===== src/fbv_pkg.sv =====
// Shared types and constants of the FM bass voice: microcode word, status group,
// register indexes, and the quarter-wave sine table built at elaboration.
// No dependencies.
`default_nettype none

package fbv_pkg;

    // Sine table geometry
    localparam int unsigned SINE_TABLE_BITS = 10;
    localparam int unsigned SINE_IDX_W      = SINE_TABLE_BITS - 2;
    localparam int unsigned QUARTER_SIZE    = 1 << SINE_IDX_W;
    localparam int unsigned MOD_RATIO       = 2;

    localparam logic [23:0] ENV_ONE     = 24'h800000;
    localparam logic [31:0] STEP_55HZ   = 32'd5356535;
    localparam logic [63:0] HALF_PI_Q30 = 64'd1686629713;

    // Configuration port
    localparam int unsigned CFG_IDX_W  = 3;
    localparam int unsigned CFG_DATA_W = 24;

    localparam logic [CFG_IDX_W-1:0] REG_VOLUME        = 3'd0;
    localparam logic [CFG_IDX_W-1:0] REG_NOTE_LENGTH   = 3'd1;
    localparam logic [CFG_IDX_W-1:0] REG_ATTACK_LENGTH = 3'd2;
    localparam logic [CFG_IDX_W-1:0] REG_ATTACK_STEP   = 3'd3;
    localparam logic [CFG_IDX_W-1:0] REG_DECAY_FACTOR  = 3'd4;
    localparam logic [CFG_IDX_W-1:0] REG_MOD_INDEX     = 3'd5;
    localparam logic [CFG_IDX_W-1:0] REG_CLIP_LEVEL    = 3'd6;

    // Microcode
    localparam int unsigned PC_W = 4;

    typedef enum logic [2:0] {
        COND_NEVER    = 3'd0,
        COND_ALWAYS   = 3'd1,
        COND_SILENT   = 3'd2,
        COND_ATTACK   = 3'd3,
        COND_OUT_BUSY = 3'd4
    } cond_t;

    typedef enum logic [2:0] {
        MUL_NONE      = 3'd0,
        MUL_AGE_STEP  = 3'd1,
        MUL_DECAY     = 3'd2,
        MUL_SIN_INDEX = 3'd3,
        MUL_PROD_ENV  = 3'd4,
        MUL_SIN_VOL   = 3'd5
    } mul_sel_t;

    typedef struct packed {
        cond_t           cond;
        logic [PC_W-1:0] target;
        mul_sel_t        mul_sel;
        logic            adv_phase;
        logic            env_from_prod;
        logic            env_from_decay;
        logic            decay_from_prod;
        logic            look_mod;
        logic            sum_phase;
        logic            look_sum;
        logic            emit_sample;
        logic            emit_zero;
        logic            done;
    } ctrl_word_t;

    typedef struct packed {
        logic silent;
        logic attack;
        logic out_busy;
    } seq_status_t;

    // Program addresses
    localparam logic [PC_W-1:0] ST_CHECK      = 4'd0;
    localparam logic [PC_W-1:0] ST_AGE_MUL    = 4'd1;
    localparam logic [PC_W-1:0] ST_DECAY_MUL  = 4'd2;
    localparam logic [PC_W-1:0] ST_ATTACK_ENV = 4'd3;
    localparam logic [PC_W-1:0] ST_DECAY_UPD  = 4'd4;
    localparam logic [PC_W-1:0] ST_MOD_SINE   = 4'd5;
    localparam logic [PC_W-1:0] ST_DEV_MUL0   = 4'd6;
    localparam logic [PC_W-1:0] ST_DEV_MUL1   = 4'd7;
    localparam logic [PC_W-1:0] ST_PHASE_SUM  = 4'd8;
    localparam logic [PC_W-1:0] ST_CAR_SINE   = 4'd9;
    localparam logic [PC_W-1:0] ST_AMP_MUL0   = 4'd10;
    localparam logic [PC_W-1:0] ST_AMP_MUL1   = 4'd11;
    localparam logic [PC_W-1:0] ST_EMIT       = 4'd12;
    localparam logic [PC_W-1:0] ST_EMIT_ZERO  = 4'd13;

    function automatic ctrl_word_t ucode_rom(input logic [PC_W-1:0] pc);
        ctrl_word_t w;
        w = '0;
        unique case (pc)
            ST_CHECK:
            begin
                w.cond   = COND_SILENT;
                w.target = ST_EMIT_ZERO;
            end
            ST_AGE_MUL:
            begin
                w.cond      = COND_ATTACK;
                w.target    = ST_ATTACK_ENV;
                w.mul_sel   = MUL_AGE_STEP;
                w.adv_phase = 1'b1;
            end
            ST_DECAY_MUL:
            begin
                w.cond           = COND_ALWAYS;
                w.target         = ST_DECAY_UPD;
                w.mul_sel        = MUL_DECAY;
                w.env_from_decay = 1'b1;
            end
            ST_ATTACK_ENV:
            begin
                w.cond          = COND_ALWAYS;
                w.target        = ST_MOD_SINE;
                w.env_from_prod = 1'b1;
            end
            ST_DECAY_UPD:  w.decay_from_prod = 1'b1;
            ST_MOD_SINE:   w.look_mod = 1'b1;
            ST_DEV_MUL0:   w.mul_sel = MUL_SIN_INDEX;
            ST_DEV_MUL1:   w.mul_sel = MUL_PROD_ENV;
            ST_PHASE_SUM:  w.sum_phase = 1'b1;
            ST_CAR_SINE:   w.look_sum = 1'b1;
            ST_AMP_MUL0:   w.mul_sel = MUL_SIN_VOL;
            ST_AMP_MUL1:   w.mul_sel = MUL_PROD_ENV;
            ST_EMIT:
            begin
                w.cond        = COND_OUT_BUSY;
                w.target      = ST_EMIT;
                w.emit_sample = 1'b1;
                w.done        = 1'b1;
            end
            ST_EMIT_ZERO:
            begin
                w.cond      = COND_OUT_BUSY;
                w.target    = ST_EMIT_ZERO;
                w.emit_zero = 1'b1;
                w.done      = 1'b1;
            end
            default:
            begin
                w.done = 1'b1;
            end
        endcase
        return w;
    endfunction

    // Quarter-wave sine, entry j = round(32767 * sin((j + 0.5) * pi / 2^(bits-1)))
    typedef logic [14:0] sine_rom_t [QUARTER_SIZE];

    function automatic sine_rom_t build_sine_rom();
        sine_rom_t         rom;
        logic [63:0]       x;
        logic [63:0]       x2;
        logic [63:0]       term;
        logic [63:0]       r;
        logic signed [63:0] sum;
        for (int j = 0; j < QUARTER_SIZE; j++)
        begin
            x    = (64'(2 * j + 1) * HALF_PI_Q30) >> (SINE_TABLE_BITS - 1);
            x2   = (x * x) >> 30;
            term = x;
            sum  = signed'(x);
            for (int k = 1; k <= 6; k++)
            begin
                term = (term * x2) >> 30;
                case (k)
                    1:       term = term / 64'd6;
                    2:       term = term / 64'd20;
                    3:       term = term / 64'd42;
                    4:       term = term / 64'd72;
                    5:       term = term / 64'd110;
                    default: term = term / 64'd156;
                endcase
                if ((k % 2) == 1)
                    sum = sum - signed'(term);
                else
                    sum = sum + signed'(term);
            end
            if (sum < 0)
                sum = '0;
            r = (unsigned'(sum) * 64'd32767 + (64'd1 << 29)) >> 30;
            if (r > 64'd32767)
                r = 64'd32767;
            rom[j] = r[14:0];
        end
        return rom;
    endfunction

    localparam sine_rom_t SINE_ROM = build_sine_rom();

endpackage

`default_nettype wire


===== src/fbv_sequencer.sv =====
// Microcode sequencer of the FM bass voice: step counter, control ROM and jumps.
// Depends on fbv_pkg for the control word, status group and program addresses.
`default_nettype none

module fbv_sequencer
    import fbv_pkg::*;
(
    input  wire logic        clk,
    input  wire logic        rst_n,
    input  wire logic        start,
    input  wire seq_status_t status,
    output logic             idle,
    output ctrl_word_t       ctrl
);

    logic            busy_reg;
    logic            busy_next;
    logic [PC_W-1:0] pc_reg;
    logic [PC_W-1:0] pc_next;
    ctrl_word_t      word;
    logic            taken;
    logic            hold;

    assign word = ucode_rom(pc_reg);

    always_comb
    begin
        unique case (word.cond)
            COND_NEVER:    taken = 1'b0;
            COND_ALWAYS:   taken = 1'b1;
            COND_SILENT:   taken = status.silent;
            COND_ATTACK:   taken = status.attack;
            COND_OUT_BUSY: taken = status.out_busy;
            default:       taken = 1'b0;
        endcase
    end

    // a wait on the output register repeats the step without side effects
    assign hold = (word.cond == COND_OUT_BUSY) && status.out_busy;
    assign ctrl = (busy_reg && !hold) ? word : '0;
    assign idle = !busy_reg;

    always_comb
    begin
        busy_next = busy_reg;
        pc_next   = pc_reg;
        if (!busy_reg)
        begin
            if (start)
            begin
                busy_next = 1'b1;
                pc_next   = ST_CHECK;
            end
        end
        else if (taken)
        begin
            pc_next = word.target;
        end
        else if (word.done)
        begin
            busy_next = 1'b0;
        end
        else
        begin
            pc_next = pc_reg + PC_W'(1);
        end
    end

    always_ff @(posedge clk or negedge rst_n)
    begin
        if (!rst_n)
        begin
            busy_reg <= 1'b0;
            pc_reg   <= ST_CHECK;
        end
        else
        begin
            busy_reg <= busy_next;
            pc_reg   <= pc_next;
        end
    end

endmodule

`default_nettype wire


===== src/fm_bass_voice.sv =====
// Top level of the two-operator FM bass voice: ports, configuration registers,
// voice state and the shared-multiplier datapath. Depends on fbv_pkg, fbv_sequencer.
`default_nettype none

// One input item gives one signed 16-bit sample. An item with action set starts a
// note (latches phase_step, clears both phases, loads note_length, arms the envelope)
// and then produces a sample; outside a note the sample is 0. Each item runs a short
// microprogram over one shared 31x24 multiplier and one sine table port: a silent
// item checks and emits zero; a sounding item takes the attack or decay path, looks up
// the modulator sine, forms the deviation, looks up the carrier sine and scales it by
// volume and envelope. The emit step waits on out_ready while the output register is
// still full. A new item is taken as soon as the program ends, even while the last
// sample waits in the output register. Configuration writes are always accepted and
// must only be issued while the voice is idle.
module fm_bass_voice
    import fbv_pkg::*;
(
    input  wire logic                  clk,
    input  wire logic                  rst_n,
    input  wire logic                  in_valid,
    output logic                       in_ready,
    input  wire logic                  action,
    input  wire logic [31:0]           phase_step,
    output logic                       out_valid,
    input  wire logic                  out_ready,
    output logic signed [15:0]         sample_out,
    input  wire logic                  cfg_valid,
    output logic                       cfg_ready,
    input  wire logic [CFG_IDX_W-1:0]  cfg_index,
    input  wire logic [CFG_DATA_W-1:0] cfg_data
);

    // configuration
    logic [15:0] volume_reg;
    logic [15:0] note_length_reg;
    logic [11:0] attack_length_reg;
    logic [23:0] attack_step_reg;
    logic [23:0] decay_factor_reg;
    logic [15:0] mod_index_reg;
    logic [14:0] clip_level_reg;

    // voice state
    logic [31:0] carrier_phase_reg;
    logic [31:0] modulator_phase_reg;
    logic [31:0] carrier_step_reg;
    logic [15:0] samples_remaining_reg;
    logic [23:0] decay_envelope_reg;

    // datapath
    logic [23:0]        env_reg;
    logic [54:0]        prod_reg;
    logic [14:0]        sin_mag_reg;
    logic               sin_neg_reg;
    logic [31:0]        phase_sum_reg;
    logic signed [15:0] sample_reg;
    logic               out_valid_reg;
    logic               out_valid_next;

    ctrl_word_t  ctrl;
    seq_status_t status;
    logic        seq_idle;
    logic        in_xfer;

    logic [15:0]           age;
    logic [30:0]           mul_a;
    logic [23:0]           mul_b;
    logic [54:0]           mul_p;
    logic [31:0]           mod_incr;
    logic [31:0]           look_phase;
    logic [SINE_IDX_W-1:0] look_addr;
    logic [14:0]           look_val;
    logic [14:0]           look_mag;
    logic [31:0]           offset;
    logic [23:0]           attack_env;
    logic [23:0]           decay_env;
    logic [16:0]           amp_mag;
    logic [16:0]           amp_neg;
    logic signed [15:0]    amp_sample;

    assign in_ready   = seq_idle;
    assign in_xfer    = in_valid && in_ready;
    assign cfg_ready  = 1'b1;
    assign out_valid  = out_valid_reg;
    assign sample_out = sample_reg;

    assign age = note_length_reg - samples_remaining_reg;

    assign status.silent   = (samples_remaining_reg == 16'd0);
    assign status.attack   = (age < {4'd0, attack_length_reg});
    assign status.out_busy = out_valid_reg && !out_ready;

    fbv_sequencer u_seq (
        .clk    (clk),
        .rst_n  (rst_n),
        .start  (in_xfer),
        .status (status),
        .idle   (seq_idle),
        .ctrl   (ctrl)
    );

    // shared multiplier operands
    always_comb
    begin
        unique case (ctrl.mul_sel)
            MUL_AGE_STEP:
            begin
                mul_a = 31'(age);
                mul_b = attack_step_reg;
            end
            MUL_DECAY:
            begin
                mul_a = 31'(decay_envelope_reg);
                mul_b = decay_factor_reg;
            end
            MUL_SIN_INDEX:
            begin
                mul_a = 31'(sin_mag_reg);
                mul_b = 24'(mod_index_reg);
            end
            MUL_PROD_ENV:
            begin
                mul_a = prod_reg[30:0];
                mul_b = env_reg;
            end
            MUL_SIN_VOL:
            begin
                mul_a = 31'(sin_mag_reg);
                mul_b = 24'(volume_reg);
            end
            default:
            begin
                mul_a = '0;
                mul_b = '0;
            end
        endcase
    end

    assign mul_p    = mul_a * mul_b;
    assign mod_incr = 32'(carrier_step_reg * MOD_RATIO);

    // quarter-wave lookup: mirror the index in odd quadrants, negate in the second half
    assign look_phase = ctrl.look_sum ? phase_sum_reg : modulator_phase_reg;
    assign look_addr  = look_phase[32-SINE_TABLE_BITS +: SINE_IDX_W]
                        ^ {SINE_IDX_W{look_phase[30]}};
    assign look_val   = SINE_ROM[look_addr];
    assign look_mag   = (ctrl.look_sum && (look_val > clip_level_reg)) ? clip_level_reg
                                                                       : look_val;

    assign offset = prod_reg[51:20];

    assign attack_env = (prod_reg > 55'(ENV_ONE)) ? ENV_ONE : prod_reg[23:0];
    assign decay_env  = (prod_reg[54:23] > 32'(ENV_ONE)) ? ENV_ONE : prod_reg[46:23];

    // scale down by 2^38 and saturate
    assign amp_mag = prod_reg[54:38];
    assign amp_neg = 17'd0 - amp_mag;
    always_comb
    begin
        if (sin_neg_reg)
            amp_sample = (amp_mag > 17'd32768) ? 16'sh8000 : signed'(amp_neg[15:0]);
        else
            amp_sample = (amp_mag > 17'd32767) ? 16'sh7FFF : signed'(amp_mag[15:0]);
    end

    always_comb
    begin
        out_valid_next = out_valid_reg;
        if (ctrl.emit_sample || ctrl.emit_zero)
            out_valid_next = 1'b1;
        else if (out_ready)
            out_valid_next = 1'b0;
    end

    // configuration and voice state
    always_ff @(posedge clk or negedge rst_n)
    begin
        if (!rst_n)
        begin
            volume_reg            <= 16'd16384;
            note_length_reg       <= 16'd11025;
            attack_length_reg     <= 12'd100;
            attack_step_reg       <= 24'd83886;
            decay_factor_reg      <= 24'd8385756;
            mod_index_reg         <= 16'd7823;
            clip_level_reg        <= 15'd26214;
            carrier_phase_reg     <= '0;
            modulator_phase_reg   <= '0;
            carrier_step_reg      <= STEP_55HZ;
            samples_remaining_reg <= '0;
            decay_envelope_reg    <= '0;
            out_valid_reg         <= 1'b0;
        end
        else
        begin
            out_valid_reg <= out_valid_next;

            if (cfg_valid && cfg_ready)
            begin
                unique case (cfg_index)
                    REG_VOLUME:        volume_reg        <= cfg_data[15:0];
                    REG_NOTE_LENGTH:   note_length_reg   <= cfg_data[15:0];
                    REG_ATTACK_LENGTH: attack_length_reg <= cfg_data[11:0];
                    REG_ATTACK_STEP:   attack_step_reg   <= cfg_data;
                    REG_DECAY_FACTOR:  decay_factor_reg  <= cfg_data;
                    REG_MOD_INDEX:     mod_index_reg     <= cfg_data[15:0];
                    REG_CLIP_LEVEL:    clip_level_reg    <= cfg_data[14:0];
                    default:
                    begin
                        // drop writes to unknown indexes
                    end
                endcase
            end

            if (in_xfer && action)
            begin
                carrier_step_reg      <= phase_step;
                carrier_phase_reg     <= '0;
                modulator_phase_reg   <= '0;
                samples_remaining_reg <= note_length_reg;
                decay_envelope_reg    <= ENV_ONE;
            end
            else
            begin
                if (ctrl.adv_phase)
                begin
                    carrier_phase_reg   <= carrier_phase_reg + carrier_step_reg;
                    modulator_phase_reg <= modulator_phase_reg + mod_incr;
                end
                if (ctrl.decay_from_prod)
                    decay_envelope_reg <= decay_env;
                if (ctrl.emit_sample)
                    samples_remaining_reg <= samples_remaining_reg - 16'd1;
            end
        end
    end

    // datapath payload
    always_ff @(posedge clk)
    begin
        if (ctrl.mul_sel != MUL_NONE)
            prod_reg <= mul_p;
        if (ctrl.env_from_prod)
            env_reg <= attack_env;
        if (ctrl.env_from_decay)
            env_reg <= decay_envelope_reg;
        if (ctrl.look_mod || ctrl.look_sum)
        begin
            sin_mag_reg <= look_mag;
            sin_neg_reg <= look_phase[31];
        end
        if (ctrl.sum_phase)
            phase_sum_reg <= sin_neg_reg ? (carrier_phase_reg - offset)
                                         : (carrier_phase_reg + offset);
        if (ctrl.emit_sample)
            sample_reg <= amp_sample;
        if (ctrl.emit_zero)
            sample_reg <= '0;
    end

endmodule

`default_nettype wire


===== config.mk =====
export PLATFORM = sky130hd
export DESIGN_NAME = fm_bass_voice
export DESIGN_NICKNAME = d
export VERILOG_FILES = /design/src/fbv_pkg.sv /design/src/fbv_sequencer.sv /design/src/fm_bass_voice.sv
export SDC_FILE = /design/constraint.sdc
export NUM_CORES = 2
export LEC_CHECK = 0
export BUFFER_PORTS_ARGS = -buffer_cell sky130_fd_sc_hd__buf_2
export CAP_MARGIN = 30
export CELL_PAD_IN_SITES_DETAIL_PLACEMENT = 0
export CELL_PAD_IN_SITES_GLOBAL_PLACEMENT = 1
export CORE_UTILIZATION = 55
export DETAILED_ROUTE_END_ITERATION = 10
export PLACE_DENSITY = 0.95
export SETUP_SLACK_MARGIN = 0.2
export SYNTH_ARGS = -nofsm -noshare
export SYNTH_HDL_FRONTEND = slang
export SYNTH_SLANG_ARGS = --single-unit

===== constraint.sdc =====
create_clock -name clk -period 21.5 [get_ports clk]
set_input_delay 1.075 -clock clk [delete_from_list [all_inputs] [get_ports clk]]
set_output_delay 1.075 -clock clk [all_outputs]
set_load 0.1 [all_outputs]

# ---- Word level (Yosys, flattened, before mapping)
# Memory sizes are Yosys's and may differ from the RTL's.
# Cells that the tools add are included.
dict set report totals {
  register_bits 408
  romBits 3840
  input_bits 65
  out_inout_bits 19
  elab_cells 147
  n_memories 1
}
dict set report op_classes {
  n_addsub 8
  mul 1
  order_cmp 7
  n_eq_ne 29
  mux 46
  n_bitwise 2
  reduce_logical 32
}
# memory words width read_ports rd_clocked_by_memory_dff write_ports line
set memory_table {}
lappend memory_table {{(name not given)} 256 15 1 0 0 fm_bass_voice.sv:145} ;# assign look_val = SINE_ROM[look_addr];
# operator n
set op_table {}
lappend op_table {{32-bit two-way mux} 6}
lappend op_table {{24-bit two-way mux} 6}
lappend op_table {{31-bit one-hot mux with 4 select lines} 1}
lappend op_table {{24-bit one-hot mux with 5 select lines} 1}
lappend op_table {{32-bit adder} 3}
lappend op_table {{16-bit two-way mux} 5}
lappend op_table {{55-bit by 24-bit greater-than comparator with 1-bit output (second input constant)} 1}
lappend op_table {{31-bit by 24-bit multiplier with 55-bit output} 1}
lappend op_table {{15-bit two-way mux} 3}
lappend op_table {{7-bit one-hot mux with 6 select lines} 1}
lappend op_table {{32-bit by 24-bit greater-than comparator with 1-bit output (second input constant)} 1}
lappend op_table {{32-bit subtractor} 1}
lappend op_table {{4-bit equality test (second input constant)} 6}
lappend op_table {{3-bit by 2-bit equality test with 1-bit output (second input constant)} 6}
lappend op_table {{3-bit equality test (second input constant)} 6}
lappend op_table {{17-bit by 15-bit greater-than comparator with 1-bit output (second input constant)} 1}
lappend op_table {{17-bit by 16-bit greater-than comparator with 1-bit output (second input constant)} 1}
lappend op_table {{4-bit by 3-bit equality test with 1-bit output (second input constant)} 4}
lappend op_table {{16-bit logical NOT} 1}
lappend op_table {{16-bit by 12-bit < comparator with 1-bit output} 1}
lappend op_table {{1-bit two-way mux} 16}
lappend op_table {{4-bit two-way mux} 4}
lappend op_table {{2-bit AND reduction} 8}
lappend op_table {{1-bit by 16-bit subtractor with 16-bit output (first input constant)} 1}
lappend op_table {{23 further kinds} 40}

# ---- Logic depth before layout (Yosys ltp)
dict set report logic_depth {
  word_depth 16
  depth_mapped 37
  mapped_depth_nobuf 36
}

# ---- Modules after synthesis
# Synthesis repeated with hierarchy kept, for this count alone.
dict set report hier_totals {
  cells_unflattened 5722
  hier_area_um2 50274.5
}
# mod n_inst cells_per_inst area_per_inst_um2
set by_module_without_submodules {}
lappend by_module_without_submodules {fm_bass_voice 1 5637 49652.6}
lappend by_module_without_submodules {fbv_sequencer 1 85 621.8}

# ---- Least setup slack after synthesis
# OpenSTA, ideal clock, no wires.
dict set report synth_timing {
  kind {flip-flop to flip-flop}
  start {register samples_remaining_reg[6]}
  end {register prod_reg[48], data pin}
  setup_ps 263
  arrival_ps 8426
  required_time_ps 21237
  setup_slack_ps 12811
  path_stages_with_launch 31
  period_less_slack_ps 8689
  cell_sequence {dfrtp_1 -> inv_1 -> ha_1 -> or4_1 -> o211a_1 -> o21ai_0 -> nand2b_1 -> a21boi_0 -> xnor2_1 -> a221oi_1 -> clkbuf_1 -> nor2_1 -> fa_1 -> inv_1 -> fa_1 -> fa_1 -> inv_1 -> fa_1 -> fa_1 -> fa_1 -> inv_1 -> fa_1 -> inv_1 -> ha_1 -> a2111oi_0 -> a211o_1 -> a21oi_1 -> a31o_2 -> a221o_1 -> a311oi_1 -> xnor2_1}
}
dict set report synth_between {
  elab_chain_len 3
}
# item line
set synth_rtl {}
lappend synth_rtl {{start: declaration} fm_bass_voice.sv:46} ;# logic [15:0] samples_remaining_reg;
lappend synth_rtl {{start signal: assignment} fm_bass_voice.sv:219} ;# samples_remaining_reg <= note_length_reg;
lappend synth_rtl {{start signal: assignment} fm_bass_voice.sv:232} ;# samples_remaining_reg <= samples_remaining_reg - 16'd1;
lappend synth_rtl {{16-bit subtractor} fm_bass_voice.sv:86} ;# assign age = note_length_reg - samples_remaining_reg;
lappend synth_rtl {{31-bit one-hot mux with 4 select lines} fm_bass_voice.sv:104} ;# unique case (ctrl.mul_sel)
lappend synth_rtl {{31-bit by 24-bit multiplier with 55-bit output} fm_bass_voice.sv:138} ;# assign mul_p = mul_a * mul_b;
lappend synth_rtl {{via mul_p[48]} fm_bass_voice.sv:67} ;# logic [54:0] mul_p;
lappend synth_rtl {{end signal: assignment} fm_bass_voice.sv:241} ;# prod_reg <= mul_p;
lappend synth_rtl {{end: declaration} fm_bass_voice.sv:51} ;# logic [54:0] prod_reg;
# The timed path passes the listed nets, and every way through them passes these cells.
# A chain may end at the register's enable or synchronous reset.

# ---- Final worst setup path
dict set report layout_timing {
  start {register note_length_reg[0]}
  end {register prod_reg[49], data pin}
}
dict set report layout_between {
  elab_chain_len 3
}
# item line
set layout_rtl {}
lappend layout_rtl {{start: declaration} fm_bass_voice.sv:35} ;# logic [15:0] note_length_reg;
lappend layout_rtl {{start signal: assignment} fm_bass_voice.sv:201} ;# REG_NOTE_LENGTH: note_length_reg <= cfg_data[15:0];
lappend layout_rtl {{16-bit subtractor} fm_bass_voice.sv:86}
lappend layout_rtl {{31-bit one-hot mux with 4 select lines} fm_bass_voice.sv:104}
lappend layout_rtl {{31-bit by 24-bit multiplier with 55-bit output} fm_bass_voice.sv:138}
lappend layout_rtl {{via mul_p[49]} fm_bass_voice.sv:67}
# The timed path passes the listed nets, and every way through them passes these cells.

==> flow_metrics.env <==
export IMPL_pwr_share_seq=0.199
export IMPL_synthTopCellsByCount="904 x inv_1, 865 x nand2_1, 639 x fa_1, 514 x nor2_1, 355 x ha_1"
export IMPL_synth_cells=5893
export IMPL_grt_max_degree=169
export IMPL_crit_fanout=13
export IMPL_start_util=0.557
export IMPL_clockPowerShare=0.099
export IMPL_synth_seq_cells=385
export IMPL_routed_wl_um=174000
export IMPL_layout_nets=6879
export IMPL_critPathMaxStageDelay_ns=0.65
export IMPL_viasPerCell=6.25
export IMPL_final_period_utilization=0.478
export IMPL_hold_worst_slack_ns=0.466
export IMPL_rsz0062_at_grt="false"
export IMPL_gp_congestion=1.02
export IMPL_grt_pass1_wl_um=265000
export IMPL_min_period_ns=10.29
export IMPL_avgSynthCellArea_sq_um=8.67
export IMPL_synth_compound_area_share=0.152
export IMPL_finalSetupViolCount=0
export IMPL_synth_warnings=0
export IMPL_row_count=111
export IMPL_internal_power_mw=3.13
export IMPL_grt_usage=0.370
export IMPL_p_comb_frac=0.701
export IMPL_hold_class="input pin to async pin"
export IMPL_synth_fa_ha_area_frac=0.337
export IMPL_drv_slew=0
export IMPL_via_count=44400
export IMPL_antenna_cells=0
export IMPL_core_sq_mm=0.0918
export IMPL_muxShareOfSynthArea=0.0370
export IMPL_yosys_area_share_simple=0.153
export IMPL_dieHeight_um=307
export IMPL_synthToLayoutAreaGrowth_pct=6.33
export IMPL_end_kind="flip-flop"
export IMPL_synth_top_area_frac=0.250
export IMPL_netlist_area_sq_mm=0.0511
export IMPL_ctsHoldBuffers=0
export IMPL_regArea_sq_mm=0.0102
export IMPL_status="complete, no violations"
export IMPL_path_class="flip-flop to flip-flop"
export IMPL_yosysMostFrequentCell="inv_1"
export IMPL_fillers=8116
export IMPL_syn_nets=6952
export IMPL_ys_seq_area_frac=0.199
export IMPL_clock_sinks=385
export IMPL_skew_ns=0.0431
export IMPL_root_buffer="clkbuf_16"
export IMPL_die_area_sq_mm=0.0942
export IMPL_async_flop_share=0.686
export IMPL_ant_nets=0
export IMPL_port_buffers=82
export IMPL_synth_top_area_cell="fa_1"
export IMPL_grt_ovfl_total=0
export IMPL_crit_buf_inv=7
export IMPL_max_cap_viol_count=0
export IMPL_die_w_um=307
export IMPL_cts_tree="done"
export IMPL_drive_gt1_frac=0.0950
export IMPL_relSlewSlack=0.250
export IMPL_cts_setup_buffers=0
export IMPL_synth_cell_types=101
export IMPL_cp_data_required_time_ns=21.82
export IMPL_h_tree_depth=2
export IMPL_synth_area_leaders="fa_1 25%, dfrtp_1 9.5%, ha_1 8.7%, inv_1 6.6%, nand2_1 6.4%"
export IMPL_cts_path_max_buffers=3
export IMPL_largest_reg_flops=55
export IMPL_worst_path_most_repeated_cell="fa_1"
export IMPL_critPathLaunchType="flip-flop"
export IMPL_worstMarginPinSlew_ns=1.12
export IMPL_clk_pin_slew_ns=0.09
export IMPL_cp_slowest_cell="nand2_1"
export IMPL_synth_edf_count=105
export IMPL_drt_first_pass_iters=6
export IMPL_ir_drop_mv=0.0905
export IMPL_crit_arrival_ns=10.61
export IMPL_power_density_mw_per_mm2=133
export IMPL_post_cts_resized=0
export IMPL_numCtsBuffers=40
export IMPL_power_static_leakage_nw=25.2
export IMPL_fmax_ghz=0.0972
export IMPL_synth_ff_type="dfrtp_1"
export IMPL_grt_pass1_vias=43900
export IMPL_swShare=0.567
export IMPL_multi_input_area_sq_mm=0.0364
export IMPL_ioPinCount=84
export IMPL_final_hold_viol_count=0
export IMPL_path_delay_family="adder cells"
export IMPL_hpwl_um=130000
export IMPL_drtIter0Drc=5259
export IMPL_post_drt_wl_per_cell_um=24.5
export IMPL_switchingPower_mw=4.11
export IMPL_worstSkewPairLatency_ns=0.61
export IMPL_synth_top_family_by_area="adder cells"
export IMPL_fin_setup_tns_ns=0
export IMPL_drc=0
export IMPL_synth_xor_area_frac=0.0291
export IMPL_grt_antenna_before_repair=6
-- path summary, 6_finish.rpt --
check / from / end / slack, ns / depth (start not counted)
min in group clk: carrier_step_reg[0] / carrier_step_reg[0] / 0.47 / 2
worst max register to register: note_length_reg[0] / prod_reg[49] / 11.21 / 35
worst min-delay path: rst_n / carrier_phase_reg[0] / 0.47 / 1
worst min register to register: carrier_step_reg[0] / carrier_step_reg[0] / 0.47 / 2
max in group asynchronous: rst_n / attack_step_reg[4] / 19.44 / 2
worst max-delay path: note_length_reg[0] / prod_reg[49] / 11.21 / 35
-- through the flow --
stage | total power, mW | instances | setup slack (ns) | instance area, sq um | utilization
finish | 7.24 | 7095 | 11.21 | 54400 | 0.592
global route | 7.63 | 7095 | 10.78 | 54400 | 0.592
CTS | 7.04 | 7089 | 11.27 | 54200 | 0.591
global placement | 6.25 | 7012 | 11.52 | 52900 | 0.576
floorplan | 4.58 | 5893 | 12.81 | 51100 | -
detailed placement | 6.29 | 7015 | 11.30 | 52900 | 0.576
-- cell usage in the layout (no fill, tap or decap), types with 66 or more instances in the layout --
cell	Yosys	routed
buf_2	65	82
edfxtp_1	105	105
o21ai_0	225	225
nor2_1	514	509
nand3_1	67	66
a21o_1	74	74
dfstp_2	70	70
mux2_2	131	131
a22o_1	70	70
buf_4	6	122
dfrtp_1	194	194
nand2_1	865	865
ha_1	355	355
fa_1	639	639
nor3_1	91	87
inv_1	904	903
a21oi_1	242	242
xnor2_1	107	104
-- layer usage --
layer | wire length [um] | GRT usage
met5 | 55 | 0
met4 | 8760 | 0.167
met1 | 68600 | 0.510
met2 | 75600 | 0.551
met3 | 20500 | 0.0919
-- cell families (layout without fill, tap and decap cells) --
kind of cell	Yosys count	in the layout
other	1	1
muxes	167	167
AOI/OAI and AO/OA	1131	1131
DFF	385	385
buffers and inverters	1236	1195
and+or+nand+nor	1812	1812
adders and majority gates	994	994
xor gates and xnor gates	167	167
-- power by group through the flow --
stage	Combinational [mW]	Sequential, mW	Clock, mW
after floorplan	3.26	1.32	0
after global placement	4.82	1.43	0
after detailed placement	4.85	1.44	0
after CTS	4.89	1.43	0.724
after global routing	5.41	1.46	0.757
final	5.08	1.44	0.718
-- cell type report --
type | instances | area share
Clock buffer | 48 | 0.0193
Clock inverter | 26 | 0.00504
Inverter | 908 | 0.0627
Multi-Input combinational cell | 4272 | 0.669
Sequential cell | 385 | 0.187
Tap cell | 1243 | 0.0286
Timing Repair Buffer | 213 | 0.0279
Note: power is estimated with default switching activity, not from simulation.
